File: src/can_tx_slot_alloc_and_header_pack_top_assert.svh
// ----------------------------------------------------------------------------
// can_tx_slot_alloc_and_header_pack_top_assert
// assertion macros used by the transmit slot allocator slot pool
// ----------------------------------------------------------------------------
`ifndef CAN_TX_SLOT_ALLOC_AND_HEADER_PACK_TOP_ASSERT_SVH
`define CAN_TX_SLOT_ALLOC_AND_HEADER_PACK_TOP_ASSERT_SVH

// same-cycle implication, checked out of reset
`define CTXSA_ASSERT_IMPL(label, ante, cons, msg) \
    label: assert property (@(posedge aclk) disable iff (!aresetn) (ante) |-> (cons)) \
        else $error(msg);

// next-cycle implication, checked out of reset
`define CTXSA_ASSERT_NEXT(label, ante, cons, msg) \
    label: assert property (@(posedge aclk) disable iff (!aresetn) (ante) |=> (cons)) \
        else $error(msg);

`endif

File: src/ctxsa_pkg.sv
// ----------------------------------------------------------------------------
// ctxsa_pkg
// shared types and constants for the transmit slot allocator
// ----------------------------------------------------------------------------
package ctxsa_pkg;

    localparam int SLOT_COUNT = 20;
    localparam int SLOT_IDX_W = (SLOT_COUNT > 1) ? $clog2(SLOT_COUNT) : 1;
    localparam int COUNT_W    = $clog2(SLOT_COUNT + 1);

    localparam int ID_W       = 29;
    localparam int LEN_W      = 4;
    localparam int SLOT_W     = 5;
    localparam int WORD_W     = 16;
    localparam int LENB_W     = 7;
    localparam int S_TDATA_W  = 40;
    localparam int M_TDATA_W  = 56;

    localparam logic [LEN_W-1:0] MAX_LEN = 4'd8;

    typedef enum logic {
        ACT_SUBMIT  = 1'b0,
        ACT_RELEASE = 1'b1
    } action_t;

    typedef struct packed {
        logic              go;
        action_t           action;
        logic [SLOT_W-1:0] rel_slot;
    } pool_req_t;

    typedef struct packed {
        logic                  accepted;
        logic [SLOT_IDX_W-1:0] slot;
        logic                  stopped;
        logic [COUNT_W-1:0]    free;
        logic                  rel_err;
    } pool_rsp_t;

endpackage

File: src/ctxsa_hdr_pack.sv
// ----------------------------------------------------------------------------
// ctxsa_hdr_pack
// packs the can identifier into sid/eid words and forms the length byte
// ----------------------------------------------------------------------------
module ctxsa_hdr_pack (
    input  logic [ctxsa_pkg::ID_W-1:0]   frame_id,
    input  logic                         extended,
    input  logic                         remote,
    input  logic [ctxsa_pkg::LEN_W-1:0]  frame_length,
    output logic [ctxsa_pkg::WORD_W-1:0] sid_word,
    output logic [ctxsa_pkg::WORD_W-1:0] eid_word,
    output logic [ctxsa_pkg::LENB_W-1:0] length_byte
);
    import ctxsa_pkg::*;

    logic [LEN_W-1:0] len_sat;

    always_comb begin
        if (extended) begin
            sid_word = {frame_id[28:18], 1'b0, 1'b1, 1'b0, frame_id[17:16]};
            eid_word = frame_id[15:0];
        end else begin
            sid_word = {frame_id[10:0], 5'b0};
            eid_word = '0;
        end
        len_sat     = (frame_length > MAX_LEN) ? MAX_LEN : frame_length;
        length_byte = {remote, 2'b0, len_sat};
    end

endmodule

File: src/ctxsa_slot_pool.sv
// ----------------------------------------------------------------------------
// ctxsa_slot_pool
// slot busy flags, free count and stopped flag with lowest-free-slot pick
// ----------------------------------------------------------------------------
`include "can_tx_slot_alloc_and_header_pack_top_assert.svh"

module ctxsa_slot_pool (
    input  logic                 aclk,
    input  logic                 aresetn,
    input  ctxsa_pkg::pool_req_t req,
    output ctxsa_pkg::pool_rsp_t rsp
);
    import ctxsa_pkg::*;

    logic [SLOT_COUNT-1:0] slot_busy_reg, slot_busy_next;
    logic [COUNT_W-1:0]    free_count_reg, free_count_next;
    logic                  stopped_reg, stopped_next;

    logic                  pick_found;
    logic [SLOT_IDX_W-1:0] pick_idx;
    logic [SLOT_IDX_W-1:0] rel_idx;
    logic                  rel_in_range;

    // lowest free slot
    always_comb begin
        pick_found = 1'b0;
        pick_idx   = '0;
        for (int i = SLOT_COUNT - 1; i >= 0; i--) begin
            if (!slot_busy_reg[i]) begin
                pick_found = 1'b1;
                pick_idx   = SLOT_IDX_W'(i);
            end
        end
    end

    assign rel_idx      = SLOT_IDX_W'(req.rel_slot);
    assign rel_in_range = 32'(req.rel_slot) < SLOT_COUNT;

    always_comb begin
        slot_busy_next  = slot_busy_reg;
        free_count_next = free_count_reg;
        stopped_next    = stopped_reg;
        rsp             = '0;
        if (req.go) begin
            if (req.action == ACT_SUBMIT) begin
                if (pick_found) begin
                    slot_busy_next[pick_idx] = 1'b1;
                    if (free_count_reg != '0) begin
                        free_count_next = free_count_reg - 1'b1;
                    end
                    rsp.accepted = 1'b1;
                    rsp.slot     = pick_idx;
                end
                if (free_count_next == '0) begin
                    stopped_next = 1'b1;
                end
            end else if (rel_in_range) begin
                if (slot_busy_reg[rel_idx]) begin
                    slot_busy_next[rel_idx] = 1'b0;
                    if (free_count_reg < COUNT_W'(SLOT_COUNT)) begin
                        free_count_next = free_count_reg + 1'b1;
                    end
                    stopped_next = 1'b0;
                    rsp.accepted = 1'b1;
                end else begin
                    rsp.rel_err = 1'b1;
                end
            end
        end
        rsp.stopped = stopped_next;
        rsp.free    = free_count_next;
    end

    always_ff @(posedge aclk) begin
        if (!aresetn) begin
            slot_busy_reg  <= '0;
            free_count_reg <= COUNT_W'(SLOT_COUNT);
            stopped_reg    <= 1'b0;
        end else begin
            slot_busy_reg  <= slot_busy_next;
            free_count_reg <= free_count_next;
            stopped_reg    <= stopped_next;
        end
    end

    `CTXSA_ASSERT_IMPL(a_count_matches_busy, 1'b1,
        ($countones(slot_busy_reg) + int'(free_count_reg)) == SLOT_COUNT,
        "free count disagrees with busy flags")
    `CTXSA_ASSERT_IMPL(a_stopped_only_when_full, stopped_reg,
        free_count_reg == '0, "queue stopped with free slots left")
    `CTXSA_ASSERT_NEXT(a_bad_release_no_change, req.go && rsp.rel_err,
        $stable(slot_busy_reg) && $stable(free_count_reg),
        "rejected release changed the pool")
    `CTXSA_ASSERT_IMPL(a_grant_only_free, req.go && (req.action == ACT_SUBMIT) && rsp.accepted,
        !slot_busy_reg[rsp.slot], "granted slot was already busy")

endmodule

File: src/can_tx_slot_alloc_and_header_pack_top.sv
// ----------------------------------------------------------------------------
// can_tx_slot_alloc_and_header_pack_top
// transmit slot allocator with can header packing, stream in and out
// ----------------------------------------------------------------------------
// registers: input reg, then result reg, between input transaction and result on m_axis
// throughput: one transaction per cycle while m_axis is not stalled; pick and packing sit between the two registers
// a stalled result register holds one item and the input register a second one
// reset: synchronous, aresetn low; all 20 slots free, free count 20, queue not stopped
module can_tx_slot_alloc_and_header_pack_top (
    input  logic        aclk,
    input  logic        aresetn,
    input  logic        s_axis_tvalid,
    output logic        s_axis_tready,
    // frame_id[28:0], extended[29], remote[30], frame_length[34:31], release_slot[39:35]
    input  logic [ctxsa_pkg::S_TDATA_W-1:0] s_axis_tdata,
    // action[0]
    input  logic [0:0]  s_axis_tuser,
    output logic        m_axis_tvalid,
    input  logic        m_axis_tready,
    // accepted[0], granted_slot[5:1], sid_word[21:6], eid_word[37:22],
    // length_byte[44:38], queue_stopped[45], free_slots[50:46], release_error[51], zero[55:52]
    output logic [ctxsa_pkg::M_TDATA_W-1:0] m_axis_tdata
);
    import ctxsa_pkg::*;

    logic                  in_valid_reg;
    action_t               action_reg;
    logic [ID_W-1:0]       frame_id_reg;
    logic                  extended_reg;
    logic                  remote_reg;
    logic [LEN_W-1:0]      frame_length_reg;
    logic [SLOT_W-1:0]     release_slot_reg;

    logic                  out_valid_reg;
    logic [M_TDATA_W-1:0]  out_data_reg, out_data_next;

    logic                  advance;
    logic                  granted;
    pool_req_t             pool_req;
    pool_rsp_t             pool_rsp;
    logic [WORD_W-1:0]     sid_raw, eid_raw;
    logic [LENB_W-1:0]     lenb_raw;

    assign advance       = in_valid_reg && (!out_valid_reg || m_axis_tready);
    assign s_axis_tready = !in_valid_reg || advance;

    always_ff @(posedge aclk) begin
        if (!aresetn) begin
            in_valid_reg <= 1'b0;
        end else if (s_axis_tready) begin
            in_valid_reg <= s_axis_tvalid;
        end
    end

    always_ff @(posedge aclk) begin
        if (s_axis_tready && s_axis_tvalid) begin
            action_reg       <= action_t'(s_axis_tuser[0]);
            frame_id_reg     <= s_axis_tdata[28:0];
            extended_reg     <= s_axis_tdata[29];
            remote_reg       <= s_axis_tdata[30];
            frame_length_reg <= s_axis_tdata[34:31];
            release_slot_reg <= s_axis_tdata[39:35];
        end
    end

    assign pool_req.go       = advance;
    assign pool_req.action   = action_reg;
    assign pool_req.rel_slot = release_slot_reg;

    ctxsa_slot_pool u_pool (
        .aclk    (aclk),
        .aresetn (aresetn),
        .req     (pool_req),
        .rsp     (pool_rsp)
    );

    ctxsa_hdr_pack u_hdr (
        .frame_id     (frame_id_reg),
        .extended     (extended_reg),
        .remote       (remote_reg),
        .frame_length (frame_length_reg),
        .sid_word     (sid_raw),
        .eid_word     (eid_raw),
        .length_byte  (lenb_raw)
    );

    assign granted = pool_rsp.accepted && (action_reg == ACT_SUBMIT);

    always_comb begin
        out_data_next        = '0;
        out_data_next[0]     = pool_rsp.accepted;
        out_data_next[5:1]   = granted ? SLOT_W'(pool_rsp.slot) : '0;
        out_data_next[21:6]  = granted ? sid_raw : '0;
        out_data_next[37:22] = granted ? eid_raw : '0;
        out_data_next[44:38] = granted ? lenb_raw : '0;
        out_data_next[45]    = pool_rsp.stopped;
        out_data_next[50:46] = SLOT_W'(pool_rsp.free);
        out_data_next[51]    = pool_rsp.rel_err;
    end

    always_ff @(posedge aclk) begin
        if (!aresetn) begin
            out_valid_reg <= 1'b0;
        end else if (!out_valid_reg || m_axis_tready) begin
            out_valid_reg <= in_valid_reg;
        end
    end

    always_ff @(posedge aclk) begin
        if (advance) begin
            out_data_reg <= out_data_next;
        end
    end

    assign m_axis_tvalid = out_valid_reg;
    assign m_axis_tdata  = out_data_reg;

endmodule
File: config.mk
export PLATFORM = sky130hd
export DESIGN_NAME = can_tx_slot_alloc_and_header_pack_top
export DESIGN_NICKNAME = d
export VERILOG_FILES = /design/src/ctxsa_pkg.sv /design/src/ctxsa_hdr_pack.sv /design/src/ctxsa_slot_pool.sv /design/src/can_tx_slot_alloc_and_header_pack_top.sv
export VERILOG_INCLUDE_DIRS = /design/src /design/src/src
export SDC_FILE = /design/constraint.sdc
export NUM_CORES = 1
export LEC_CHECK = 0
export BUFFER_PORTS_ARGS = -buffer_cell sky130_fd_sc_hd__buf_2
export CAP_MARGIN = 10
export CORE_MARGIN = 3
export CORE_UTILIZATION = 35
export DETAILED_ROUTE_END_ITERATION = 10
export GPL_TIMING_DRIVEN = 0
export PLACE_DENSITY = 0.61
export SLEW_MARGIN = 20
export SYNTH_ARGS = -nofsm -noshare
export SYNTH_HDL_FRONTEND = slang
export SYNTH_SLANG_ARGS = --single-unit
File: constraint.sdc
create_clock -name aclk -period 5.3 [get_ports aclk]
set_clock_uncertainty 0.1 [all_clocks]
set_input_delay 0.53 -clock aclk [delete_from_list [all_inputs] [get_ports aclk]]
set_output_delay 0.53 -clock aclk [all_outputs]
set_load 0.05 [all_outputs]
==> summary.txt, run 1 <==
Outcome
  • Status: complete, no violations

Synth
  • Library cells used by synthesis: 55
  • Share of synthesized registers carrying an async set or reset: 0%
  • Post-Synth XOR/XNOR Area: 0.173%
  • Compound-cell area share of the yosys netlist: around 12%
  • Area leader, netlist: edfxtp_1
  • Avg Inst Size Synth: approximately 13 sq um
  • Synth warn: 0
  • Mapped Cells: between 300 and 400
  • Synth top area share: between 50% and 60%
  • Synth Area in Simple Gates: 14.5%
  • Synth Area in Adders: less than 1%
  • Synth Flop Type: edfxtp_1
  • Cell Area, Synth: a little over 5000 sq um
  • Seq/Total Area, Yosys: a little under two thirds
  • Combinational family with the most area after synthesis: simple AND/OR/NAND/NOR gates
  • Number of synthesized flops with an enable pin: 89
  • Multiplexer share of the synthesized area: under 10%
  • Top cells by area, synth: edfxtp_1 53%, dfxtp_1 11%, o311ai_0 3.8%
  • Yosys reg bits: roughly 120

CTS
  • Post-CTS sizing: 0
  • CTS tree: built
  • Clk slew on worst S/H paths: roughly 0.050 ns
  • Clk sinks: ~120
  • Max Buffers Root-to-Sink: 2
  • Hold-fix buffers, CTS: 0
  • Clk_lat worst skew: 0.41 ns
  • Post-CTS Setup Inserts: 0
  • CTS root buf: clkbuf_16
  • CTS buffer count: 17
  • H-tree depth: 4

Detailed routing
  • Final wirelength: approximately 12000 microns
  • Post-route ant nets: 0
  • Drt drc: 0
  • Initial DRC count: 287
  • Via Count: ~3.8k
  • 1st-pass router iterations: 5
  • Routed length per placed instance: 17.1 microns
  • Via density per instance: roughly 5.3

Layout
  • FF+latch area: 3230 sq um
  • Post-route cell area: ~6400 sq um
  • Area Growth Syn to Fin: 26.7%
  • Max reg flops: 48
  • Ant diodes: 0
  • # nets final: ~560
  • Layout cells sized above 1: 28.0%
  • Area of the multi-input gates: about 1700 sq um
  • Fill count: approximately 1.3k

Timing
  • Min Tclk post-route: between 2 and 3 ns
  • Unrepaired setup endpoints after global routing: false
  • Slew HR: between 40% and 50%
  • Final Max Slew Viols: 0
  • # setup viols final: 0
  • Hold Fails Final Rpt: 0
  • TNS Setup: 0 ns
  • Max Fclk: around 350 MHz
  • Worst-margin pin slew: roughly 0.81 ns
  • Fin Hold WS: 0.194 ns
  • Period utilisation layout: 53.7%

Floorplan
  • FP Rows: 43
  • CORE AREA: ~14000 sq um
  • DIE WIDTH: ~130 microns
  • Die Height: between 100 and 150 microns
  • Full die area: about 16000 sq um
  • IO Pins: just over 100
  • Starting Density: 36.2%

Setup path
  • Crit-path most repeated cell: nand2_1
  • WP data required: 5.34 ns
  • Crit-path max FO: 10
  • Crit path max-delay family: simple AND/OR/NAND/NOR gates
  • Critical Path End Type: flop
  • CP arrival: 2.88 ns
  • Slowest Stage Delay on Critical Path: ~0.5 ns
  • WP buf/inv: 1
  • CP Launch Type: flop
  • Cell Chain, Critical Path: nand4_2, nor4_4, nand2_1, nand2_1, clkbuf_1, nor2_1
  • Slowest CP cell: nor4_4
  • Setup CP Type: reg2reg

Place
  • Post-DP HPWL: just under 9000 microns
  • RePlAce Congestion: between 0.8 and 0.9
  • Port Buffer Count: 94
  • Post-DP Area: approximately 6000 sq um

Hold path
  • Worst hold-check path type: in2reg

Power and ir drop
  • Max VDD drop: ~220 uV
  • Pwr dens: roughly 370 nW/um^2
  • Leak pwr: approximately 2.4 nW

GRT
  • Pin count of the biggest net entering global routing: 34
  • Vias in the first global route: between 3k and 4k
  • Gr usage total: around 15%
  • Initial antenna violation count: 0
  • Total grt overflow: 0
  • First-pass GRT wire length: 19000 microns

Flow run
  • Maxcap violations: 0
## power by group
| group | internal [W] | switching (W) | leakage (nW) | total [W] |
|---|---|---|---|---|
| combinational | 0.0000587 | 0.000158 | 1.06 | 0.000217 |
| clock | 0.000730 | 0.000392 | 0.277 | 0.00112 |
| sequential | 0.00103 | 0.0000172 | 1.06 | 0.00105 |
| total | 0.00182 | 0.000568 | 2.40 | 0.00239 |
## Yosys cell counts (3+ instances only)
master     n
edfxtp_1  89
o21ai_0   29
dfxtp_1   28
nor2_1    26
nand2_1   25
and2_1    23
o311ai_0  22
mux2i_1   16
inv_1     13
nand3_1   11
clkbuf_1  10
a21oi_1    9
buf_4      8
nand4_1    7
nand2b_1   6
and3_1     5
a211oi_1   4
nor2b_1    4
o211ai_1   4
a311o_1    3
a311oi_1   3
nor3_1     3
nor3b_1    3
nor4_1     3
## layout make-up
type	instances	share of cell area, %
timing repair buffer	96	7.96
buffer	21	1.95
sequential	117	50.4
inverter	13	0.761
clock buffer	17	6.63
clock inverter	15	2.54
tap	180	3.51
multi-input combinational	249	26.2
## final timing paths
check | start | endpoint | slack, ns | cells after the start
setup / recovery | u_pool.slot_busy_reg[4]$_SDFFE_PN0P_ | m_axis_tdata[19]$_SDFFCE_PN0P_ | 2.45 | 6
hold / removal | s_axis_tdata[16] | frame_id_reg[16]$_DFFE_PP_ | 0.19 | 1
setup reg to reg | u_pool.slot_busy_reg[4]$_SDFFE_PN0P_ | m_axis_tdata[19]$_SDFFCE_PN0P_ | 2.45 | 6
hold reg to reg | frame_id_reg[11]$_DFFE_PP_ | m_axis_tdata[33]$_SDFFCE_PN0P_ | 0.41 | 1
## worst register-to-register path, delay by kind of cell (launching register included)
family	cells	cell delay (ns)
simple gates	5	1.53
flops	1	0.47
buf+inv	1	0.47
## cells in the final DEF, fill, tap and decap left out, drive strengths merged, types with 2 or more instances in the layout
cell      synthesis  layout
bufinv            0       3
o311ai           22      22
dfxtp            28      28
a22oi             2       2
nor2             26      26
nand4             9       9
inv              13      14
a211oi            4       4
clkinv            0       8
a311o             3       3
conb              1       8
and2             23      23
mux4              4       4
a21oi             9       9
nand2            26      26
a311oi            3       3
buf              10     106
clkbuf           11      28
mux2i            16      16
clkinvlp          0       3
or3               2       2
o21ai            29      29
nand2b            6       6
and3              5       5
nand3            12      12
nor2b             4       4
ha                2       2
nor3              3       3
edfxtp           89      89
a41oi             2       2
nor4              4       4
o211ai            4       4
and4              2       2
nor3b             3       3
## routing by layer
layer / global-route usage, % / up-vias / wire length, microns
li1: - / 1766 / -
met1: 19.2 / 1776 / 5010
met2: 24.2 / 181 / 5760
met3: 4.75 / 35 / 944
met4: 8.45 / 0 / 416
met5: 0 / - / 0
## through the flow
stage | worst slack, ns | power (W) | util [%] | std cells
floorplan | 2.65 | 0.00122 | - | 400
global placement | 2.07 | 0.00128 | 41.4 | 674
detailed placement | 2.47 | 0.00128 | 41.6 | 676
CTS | 2.48 | 0.00241 | 45.8 | 708
global route | 2.25 | 0.00248 | 45.8 | 708
finish | 2.45 | 0.00239 | 45.8 | 708
## cell families after synthesis
logic type	after synthesis
AO/OA/AOI/OAI	89
adder cells (fa/ha/maj)	2
AND/OR/NAND/NOR	129
multiplexers	20
buffers and inverters	34
other	1
XOR/XNOR	1
flip-flops	117
Power figures use the tool's default switching activity.
==> run 2: changes to the inputs <==
--- a/config.mk
+++ b/config.mk
@@ -6,6 +6,7 @@
 export SDC_FILE = /design/constraint.sdc
 export NUM_CORES = 1
 export LEC_CHECK = 0
+export ABC_AREA = 1
 export BUFFER_PORTS_ARGS = -buffer_cell sky130_fd_sc_hd__buf_2
 export CAP_MARGIN = 10
 export CORE_MARGIN = 3
==> constraint.sdc (replaced) <==
create_clock -name aclk -period 2.65 [get_ports aclk]
set_clock_uncertainty 0.1 [all_clocks]
set_input_delay 0.265 -clock aclk [delete_from_list [all_inputs] [get_ports aclk]]
set_output_delay 0.265 -clock aclk [all_outputs]
set_load 0.05 [all_outputs]
==> run 2 against run 1 <==
Design area up 10%. Via count is 13% higher. First-iteration DRC count fell by 23%. Worst setup slack lost 2.3 ns. Critical path type unchanged. Critical path depth is 8 higher. Synthesized area increased by 2.1%. Fmax increased by 15%. Sequential power rose by 100%.
==> summary.txt, run 2 <==
Outcome
  • Status: complete, no violations

CTS
  • CTS tree: built
  • CTS root buf: clkbuf_16
  • H-tree depth: 4 (unchanged)
  • Max Buffers Root-to-Sink: 2 (unchanged)
  • Clk sinks: 117 (unchanged)
  • Clk slew on worst S/H paths: 0.06 ns (about the same)
  • CTS buffer count: 17 (unchanged)
  • Clk_lat worst skew: 0.42 ns (about the same)

Detailed routing
  • Routed length per placed instance: 14.9 microns (-13%)
  • Post-route ant nets: 0 (unchanged)
  • 1st-pass router iterations: 7 (+2)
  • Drt drc: 0 (unchanged)
  • Final wirelength: 13200 microns (+8.9%)
  • Initial DRC count: 220 (-23%)
  • Via density per instance: 4.79 (-9.7%)
  • Via Count: 4248 (+13%)

Synth
  • Cell Area, Synth: 5170 sq um (+2.1%)
  • Top cells by area, synth: edfxtp_1 52%, dfxtp_1 11%, nor2_1 6.2%
  • Yosys reg bits: 117 (unchanged)
  • Number of synthesized flops with an enable pin: 89 (unchanged)
  • Seq/Total Area, Yosys: 62.6% (-1.3 points)
  • Synth top area share: 51.7% (-1.1 points)
  • Mapped Cells: 523 (+33%)
  • Area leader, netlist: edfxtp_1
  • Avg Inst Size Synth: 9.88 sq um (-23%)
  • Library cells used by synthesis: 39 (-29%)
  • Synth warn: 0 (unchanged)
  • Share of synthesized registers carrying an async set or reset: 0% (unchanged)
  • Synth Flop Type: edfxtp_1
  • Commonest cells in the synthesized netlist: 89 x edfxtp_1, 85 x nor2_1, 73 x inv_1, 65 x nand2_1, 43 x a21oi_1
  • Most numerous cell in the Yosys netlist: edfxtp_1

Timing
  • Final Max Slew Viols: 0 (unchanged)
  • Min Tclk post-route: 2.47 ns (-0.382 ns)
  • # setup viols final: 0 (unchanged)
  • Hold Fails Final Rpt: 0 (unchanged)
  • Worst-margin pin slew: 0.665 ns (-0.144 ns)
  • Period utilisation layout: 93.0% (+39 points)
  • Max Fclk: 406 MHz (+15%)
  • Slew HR: 55.3% (+9.2 points)

Floorplan
  • IO Pins: 103 (unchanged)
  • Full die area: 16300 sq um (+2.0%)
  • DIE WIDTH: 128 microns (+0.98%)
  • FP Rows: 43 (unchanged)
  • CORE AREA: 14100 sq um (+1.2%)
  • Die Height: 128 microns (+0.98%)
  • Starting Density: 36.5% (+0.33 points)

Hold path
  • Min-Delay Endpoint: m_axis_tvalid$_SDFFE_PN0P_
  • Worst hold-check path type: in2reg
  • Hold Crit Start: m_axis_tready
  • Worst hold path depth: 4 (+3)

Layout
  • Area Growth Syn to Fin: 36.5%
  • Most frequent cells in the layout: 93 x buf_2, 89 x edfxtp_1, 84 x nor2_1, 71 x inv_1, 64 x nand2_1
  • Post-route cell area: 7050 sq um (+10%)
  • Layout cells sized above 1: 25.9% (-2.1 points)
  • Util after Layout: 49.8% (+4.0 points)
  • Ant diodes: 0 (unchanged)
  • Most common cell after layout, fill and taps aside: buf_2
  • # nets final: 740 (+32%)
  • Max reg flops: 48 (unchanged)

Power and ir drop
  • Pwr Total: 0.00506 W (+110%)
  • Pwr dens: 717 nW/um^2 (+93%)
  • Leak pwr: 2.87 nW (+20%)
  • Max VDD drop: 523 uV (+140%)

GRT
  • Grt met3 use: 4.89% (+0.14 points)
  • Pin count of the biggest net entering global routing: 30 (-12%)
  • Met2 Use GR: 27.2% (+3.0 points)
  • Vias in the first global route: 4074 (+13%)
  • Initial antenna violation count: 0 (unchanged)
  • Total grt overflow: 0 (unchanged)
  • First-pass GRT wire length: 20700 microns (+9.4%)
  • GR Layer Usage met1: 20.0% (+0.84 points)
  • Gr usage total: 16.6% (+1.2 points)
  • Global routing's busiest layer: met2

Setup path
  • CP Launch Type: flop
  • Setup CP Type: reg2reg
  • Cell Chain, Critical Path: nor2_4, buf_4, a22oi_2, o221ai_1, a211oi_2, nand2_1, clkinv_4, nand2_8, nand2_8, nand4_1, buf_4, nor2_1, nor2_1, nor2_1
  • WP buf/inv: 3 (+2)
  • CP arrival: 2.72 ns (-0.16 ns)
  • R2r endpoint: u_pool.slot_busy_reg[1]$_SDFFE_PN0P_
  • WP data required: 2.91 ns (-2.43 ns)
  • Crit path max-delay family: simple AND/OR/NAND/NOR gates
  • Critical Path End Type: flop
  • Crit-path most repeated cell: nor2_1
  • Register-to-register setup slack: 0.18 ns (-2.27 ns)
  • Slowest Stage Delay on Critical Path: 0.54 ns (+0.04 ns)
  • Crit-path max FO: 10 (unchanged)
  • R2R Path Start: release_slot_reg[1]$_DFFE_PP_
  • Reg2reg path depth: 14 (+8)
  • Slowest CP cell: edfxtp_1

Place
  • Port Buffer Count: 93 (-1.1%)
  • RePlAce Congestion: 0.914 (+3.0%)
  • Post-DP Area: 5920 sq um (+1.7%)
  • Post-DP HPWL: 8790 microns (+1.6%)

Flow run
  • Maxcap violations: 0 (unchanged)
## run 2: changes by cell type after synthesis, sizes merged, moves of 9 or more
| cell | delta |
|---|---|
| o22ai | +9 |
| nor2 | +65 |
| o311ai | -22 |
| nand2 | +47 |
| mux2i | -16 |
| a21oi | +35 |
| inv | +71 |
| and2 | -23 |
## run 2: per-layer routing
layer / routed length, microns / vias up
li1: - / 2092
met1: 5360 / 1971
met2: 6600 / 159
met3: 922 / 26
met4: 327 / 0
met5: 0 / -
## run 2: through the flow
step | setup slack (ns) | TNS [ns] | hold slack, ns | std cells
global route | -0.0181 | -0.0181 | 0.0375 | 886
detailed placement | 0.0308 | 0 | 0.343 | 805
CTS | 0.0161 | 0 | 0.00899 | 878
global placement | -0.243 | -0.815 | 0.342 | 803
floorplan | 0.126 | 0 | 0.264 | 530
finish | 0.184 | 0 | 0.0332 | 886
## run 2: worst max-delay path by stage
| stage | startpoint | endpoint | slack, ns | cells after the start |
|---|---|---|---|---|
| after floorplan | m_axis_tvalid$_SDFFE_PN0P_ | m_axis_tdata[48]$_DFFE_PP_ | 0.13 | 6 |
| after global placement | m_axis_tready | m_axis_tdata[48]$_DFFE_PP_ | -0.24 | 8 |
| after detailed placement | release_slot_reg[1]$_DFFE_PP_ | u_pool.slot_busy_reg[9]$_SDFFE_PN0P_ | 0.03 | 14 |
| after CTS | release_slot_reg[1]$_DFFE_PP_ | u_pool.slot_busy_reg[9]$_SDFFE_PN0P_ | 0.02 | 14 |
| after global routing | release_slot_reg[1]$_DFFE_PP_ | u_pool.slot_busy_reg[13]$_SDFFE_PN0P_ | -0.02 | 14 |
| final | release_slot_reg[1]$_DFFE_PP_ | u_pool.slot_busy_reg[1]$_SDFFE_PN0P_ | 0.18 | 14 |
## run 2: layout make-up
type                       count  area, sq um
sequential                   117         3230
clock inverter                14          199
timing repair buffer         144          976
clock buffer                  18          429
buffer                        16          101
fill                        1295         7100
tap                          180          225
inverter                      88          337
multi-input combinational    309         1550
## run 2: worst register-to-register path: stages, from the launching register on
cell	delay (ns)
edfxtp_1	0.54
nor2_4	0.08
buf_4	0.16
a22oi_2	0.14
o221ai_1	0.17
a211oi_2	0.22
nand2_1	0.16
clkinv_4	0.13
nand2_8	0.10
nand2_8	0.12
nand4_1	0.10
buf_4	0.19
nor2_1	0.09
nor2_1	0.05
nor2_1	0.08
## run 2: where the power goes
group,switching (W),internal [W],total (W),leakage (nW)
logic,0.000359,0.000163,0.000522,1.51
clock network,0.000859,0.00158,0.00244,0.305
registers,0.0000326,0.00206,0.00210,1.06
## run 2: cell families (layout without fill, tap and decap cells)
logic type / Yosys count / after routing / synth area share [%]
compound gates: 93 / 93 / 10.2
xor+xnor: 4 / 4 / 0.678
fa+ha+maj: 2 / 2 / 0.484
buf+inv: 104 / 280 / 8.47
flops: 117 / 117 / 62.6
other cells: 1 / 8 / 0.0726
simple gates: 202 / 202 / 17.5
## run 2: repair_timing
| item | in CTS | in global routing |
|---|---|---|
| hold buffers | 41 | 0 |
| buffers inserted | 0 | 8 |
| resized for setup | 0 | 7 |
| hold endpoints to repair | 41 | 0 |
| setup endpoints to repair | 0 | 45 |
==> run 3: changes to the inputs <==
--- a/config.mk
+++ b/config.mk
@@ -7,13 +7,13 @@
 export NUM_CORES = 1
 export LEC_CHECK = 0
 export ABC_AREA = 1
-export BUFFER_PORTS_ARGS = -buffer_cell sky130_fd_sc_hd__buf_2
 export CAP_MARGIN = 10
 export CORE_MARGIN = 3
 export CORE_UTILIZATION = 35
 export DETAILED_ROUTE_END_ITERATION = 10
+export DONT_BUFFER_PORTS = 1
 export GPL_TIMING_DRIVEN = 0
-export PLACE_DENSITY = 0.61
+export PLACE_DENSITY = 0.55
 export SLEW_MARGIN = 20
 export SYNTH_ARGS = -nofsm -noshare
 export SYNTH_HDL_FRONTEND = slang
==> constraint.sdc (replaced) <==
create_clock -name aclk -period 3.2 [get_ports aclk]
set_clock_uncertainty 0.1 [all_clocks]
set_input_delay 0.32 -clock aclk [delete_from_list [all_inputs] [get_ports aclk]]
set_output_delay 0.32 -clock aclk [all_outputs]
set_load 0.05 [all_outputs]
==> run 3 against run 2 <==
Sequential power is 11% lower. Power is 19% lower. Critical path depth stayed put. Die area stayed put. Largest power group unchanged.
==> summary.txt, run 3 (synthesis results as in run 2) <==
Detailed routing
  • Routed length per placed instance: 16.1 microns (+7.8%)
  • Via Count: 3912 (-7.9%)
  • Initial DRC count: 369 (+68%)
  • Drt drc: 0 (unchanged)
  • Via density per instance: 4.98 (+3.8%)
  • Post-route ant nets: 0 (unchanged)
  • 1st-pass router iterations: 5 (-2)
  • Final wirelength: 12600 microns (-4.3%)

Hold path
  • Hold Crit Start: m_axis_tready
  • Worst hold path depth: 3 (-1)
  • Min-Delay Endpoint: m_axis_tvalid$_SDFFE_PN0P_
  • Worst hold-check path type: in2reg

Setup path
  • R2r endpoint: m_axis_tdata[48]$_DFFE_PP_
  • Crit-path most repeated cell: nand2_1
  • Cell Chain, Critical Path: nor2_2, clkinv_2, o22ai_1, o21ai_1, nand2_1, a211oi_2, nand2_1, clkinv_4, nand2_2, inv_1, nand2_1, nand2_1, a31oi_1, inv_1
  • Reg2reg path depth: 14 (unchanged)
  • CP arrival: 2.84 ns (+0.12 ns)
  • Register-to-register setup slack: 0.41 ns (+0.23 ns)
  • WP data required: 3.25 ns (+0.34 ns)
  • Critical Path End Type: flop
  • R2R Path Start: release_slot_reg[1]$_DFFE_PP_
  • CP Launch Type: flop
  • Slowest CP cell: edfxtp_1
  • Crit-path max FO: 7 (-3)
  • Slowest Stage Delay on Critical Path: 0.45 ns (-0.09 ns)
  • Setup CP Type: reg2reg

Power and ir drop
  • Int Power: 0.00305 W (-20%)
  • Max VDD drop: 357 uV (-32%)
  • Sequential power share: 45.3% (+3.9 points)
  • Switching share of power: 25.6% (+0.85 points)
  • Clock network power share: 48.4% (about the same)
  • Pwr dens: 631 nW/um^2 (-12%)
  • Leak pwr: 2.47 nW (-14%)
  • Combinational group share of total power: 6.3% (-4.0 points)
  • Pwr Total: 0.00410 W (-19%)
  • Sw power: 0.00105 W (-16%)

Floorplan
  • Full die area: 16300 sq um (unchanged)
  • CORE AREA: 14100 sq um (unchanged)
  • Die Height: 128 microns (unchanged)
  • Starting Density: 36.5% (unchanged)
  • IO Pins: 103 (unchanged)
  • DIE WIDTH: 128 microns (unchanged)
  • FP Rows: 43 (unchanged)

GRT
  • Pin count of the biggest net entering global routing: 36 (+20%)
  • First-pass GRT wire length: 20200 microns (-2.3%)
  • Vias in the first global route: 3798 (-6.8%)
  • Initial antenna violation count: 0 (unchanged)
  • Gr usage total: 16.1% (-0.55 points)
  • Total grt overflow: 0 (unchanged)

Layout
  • Most frequent cells in the layout: 89 x edfxtp_1, 85 x nor2_1, 71 x inv_1, 65 x nand2_1, 43 x a21oi_1
  • Area Growth Syn to Fin: 25.8%
  • Layout cells sized above 1: 13.0% (-13 points)
  • Fill count: 1294 (-0.077%)
  • FF+latch area: 3230 sq um (unchanged)
  • Post-route cell area: 6500 sq um (-7.9%)
  • Area of the multi-input gates: 1520 sq um (-1.9%)
  • Ant diodes: 0 (unchanged)
  • Max reg flops: 48 (unchanged)
  • # nets final: 640 (-14%)
  • Post-Layout Cell Count: 786 (-11%)
  • Most common cell after layout, fill and taps aside: edfxtp_1
  • Util after Layout: 45.9% (-3.9 points)

Timing
  • Max Fclk: 359 MHz (-12%)
  • Hold Fails Final Rpt: 0 (unchanged)
  • Slew HR: 57.4% (+2.1 points)
  • Final Max Slew Viols: 0 (unchanged)
  • Min Tclk post-route: 2.79 ns (+0.322 ns)
  • TNS Setup: 0 ns (unchanged)
  • Unrepaired setup endpoints after global routing: false
  • # setup viols final: 0 (unchanged)
  • Period utilisation layout: 87.1% (-5.9 points)
  • Worst-margin pin slew: 0.636 ns (-0.0287 ns)

CTS
  • Post-CTS Setup Inserts: 0 (unchanged)
  • Clk_lat worst skew: 0.41 ns (about the same)
  • H-tree depth: 4 (unchanged)
  • CTS buffer count: 17 (unchanged)
  • Clk sinks: 117 (unchanged)
  • CTS tree: built
  • Max Buffers Root-to-Sink: 2 (unchanged)
  • Clk slew on worst S/H paths: 0.06 ns (about the same)
  • CTS root buf: clkbuf_16

Place
  • Port Buffer Count: 0 (-100%)
  • Post-DP HPWL: 8820 microns (+0.34%)
  • RePlAce Congestion: 0.912 (-0.22%)
  • Post-DP Area: 5460 sq um (-7.9%)
  • DP Cell Count: 712 (-12%)

Flow run
  • Maxcap violations: 0 (unchanged)

Outcome
  • Status: complete, no violations
## run 3: cell count changes in the layout (fill, tap and decap cells not counted), moves of 2 or more
cell | previous run | this run
nor2_4 | 3 | 1
buf_2 | 93 | 0
nor3_2 | 3 | 1
clkinv_4 | 5 | 3
inv_8 | 0 | 2
nor3_1 | 6 | 8
inv_6 | 3 | 5
buf_4 | 19 | 11
## run 3: area by class of cell
cell class	count	area share (%)
Clock buffer	17	6.55
Timing Repair Buffer	44	7.09
Buffer	16	1.56
Clock inverter	15	2.98
Tap cell	180	3.47
Sequential cell	117	49.7
Inverter	88	5.18
Multi-Input combinational cell	309	23.4
## run 3: what timing repair did
item                                   4_1_cts  5_1_grt
hold buffers                                42        0
gates resized for setup                      0        0
endpoints found under the hold margin       42        0
## run 3: power groups by stage
stage | sequential (W) | combinational [W] | clock [W]
2_1_floorplan | 0.00188 | 0.000159 | 0
3_3_place_gp | 0.00189 | 0.000202 | 0
3_5_place_dp | 0.00189 | 0.000212 | 0
4_1_cts | 0.00186 | 0.000255 | 0.00202
5_1_grt | 0.00186 | 0.000285 | 0.00209
6_report | 0.00186 | 0.000257 | 0.00199
## run 3: through the flow
stage | hold slack, ns | setup slack (ns)
final | 0.0244 | 0.412
after global routing | 0.0470 | 0.198
after CTS | 0.00832 | 0.464
after detailed placement | 0.319 | 0.473
after global placement | 0.319 | 0.0184
after floorplan | 0.319 | 0.676
## run 3: worst max path at each step
stage	startpoint	endpoint	slack [ns]	cells past startpoint
after floorplan	m_axis_tvalid$_SDFFE_PN0P_	m_axis_tdata[48]$_DFFE_PP_	0.68	6
after global placement	m_axis_tvalid$_SDFFE_PN0P_	m_axis_tdata[48]$_DFFE_PP_	0.02	6
after detailed placement	release_slot_reg[1]$_DFFE_PP_	m_axis_tdata[48]$_DFFE_PP_	0.47	14
after CTS	release_slot_reg[1]$_DFFE_PP_	m_axis_tdata[48]$_DFFE_PP_	0.46	14
after global routing	release_slot_reg[1]$_DFFE_PP_	m_axis_tdata[48]$_DFFE_PP_	0.20	14
final	release_slot_reg[1]$_DFFE_PP_	m_axis_tdata[48]$_DFFE_PP_	0.41	14
## run 3: critical path, delay by kind of cell (launching register included)
| family | cells | cell delay, ns |
|---|---|---|
| compound gates | 4 | 0.58 |
| buf+inv | 4 | 0.47 |
| flops | 1 | 0.45 |
| simple gates | 6 | 0.90 |
## run 3: layer usage
layer / up-vias / wire (microns) / global-route usage, %
met2: 164 / 6000 / 25.4
met1: 1841 / 5420 / 20.6
met3: 22 / 979 / 5.31
li1: 1885 / - / -
met5: - / 0 / 0
met4: 0 / 238 / 6.18
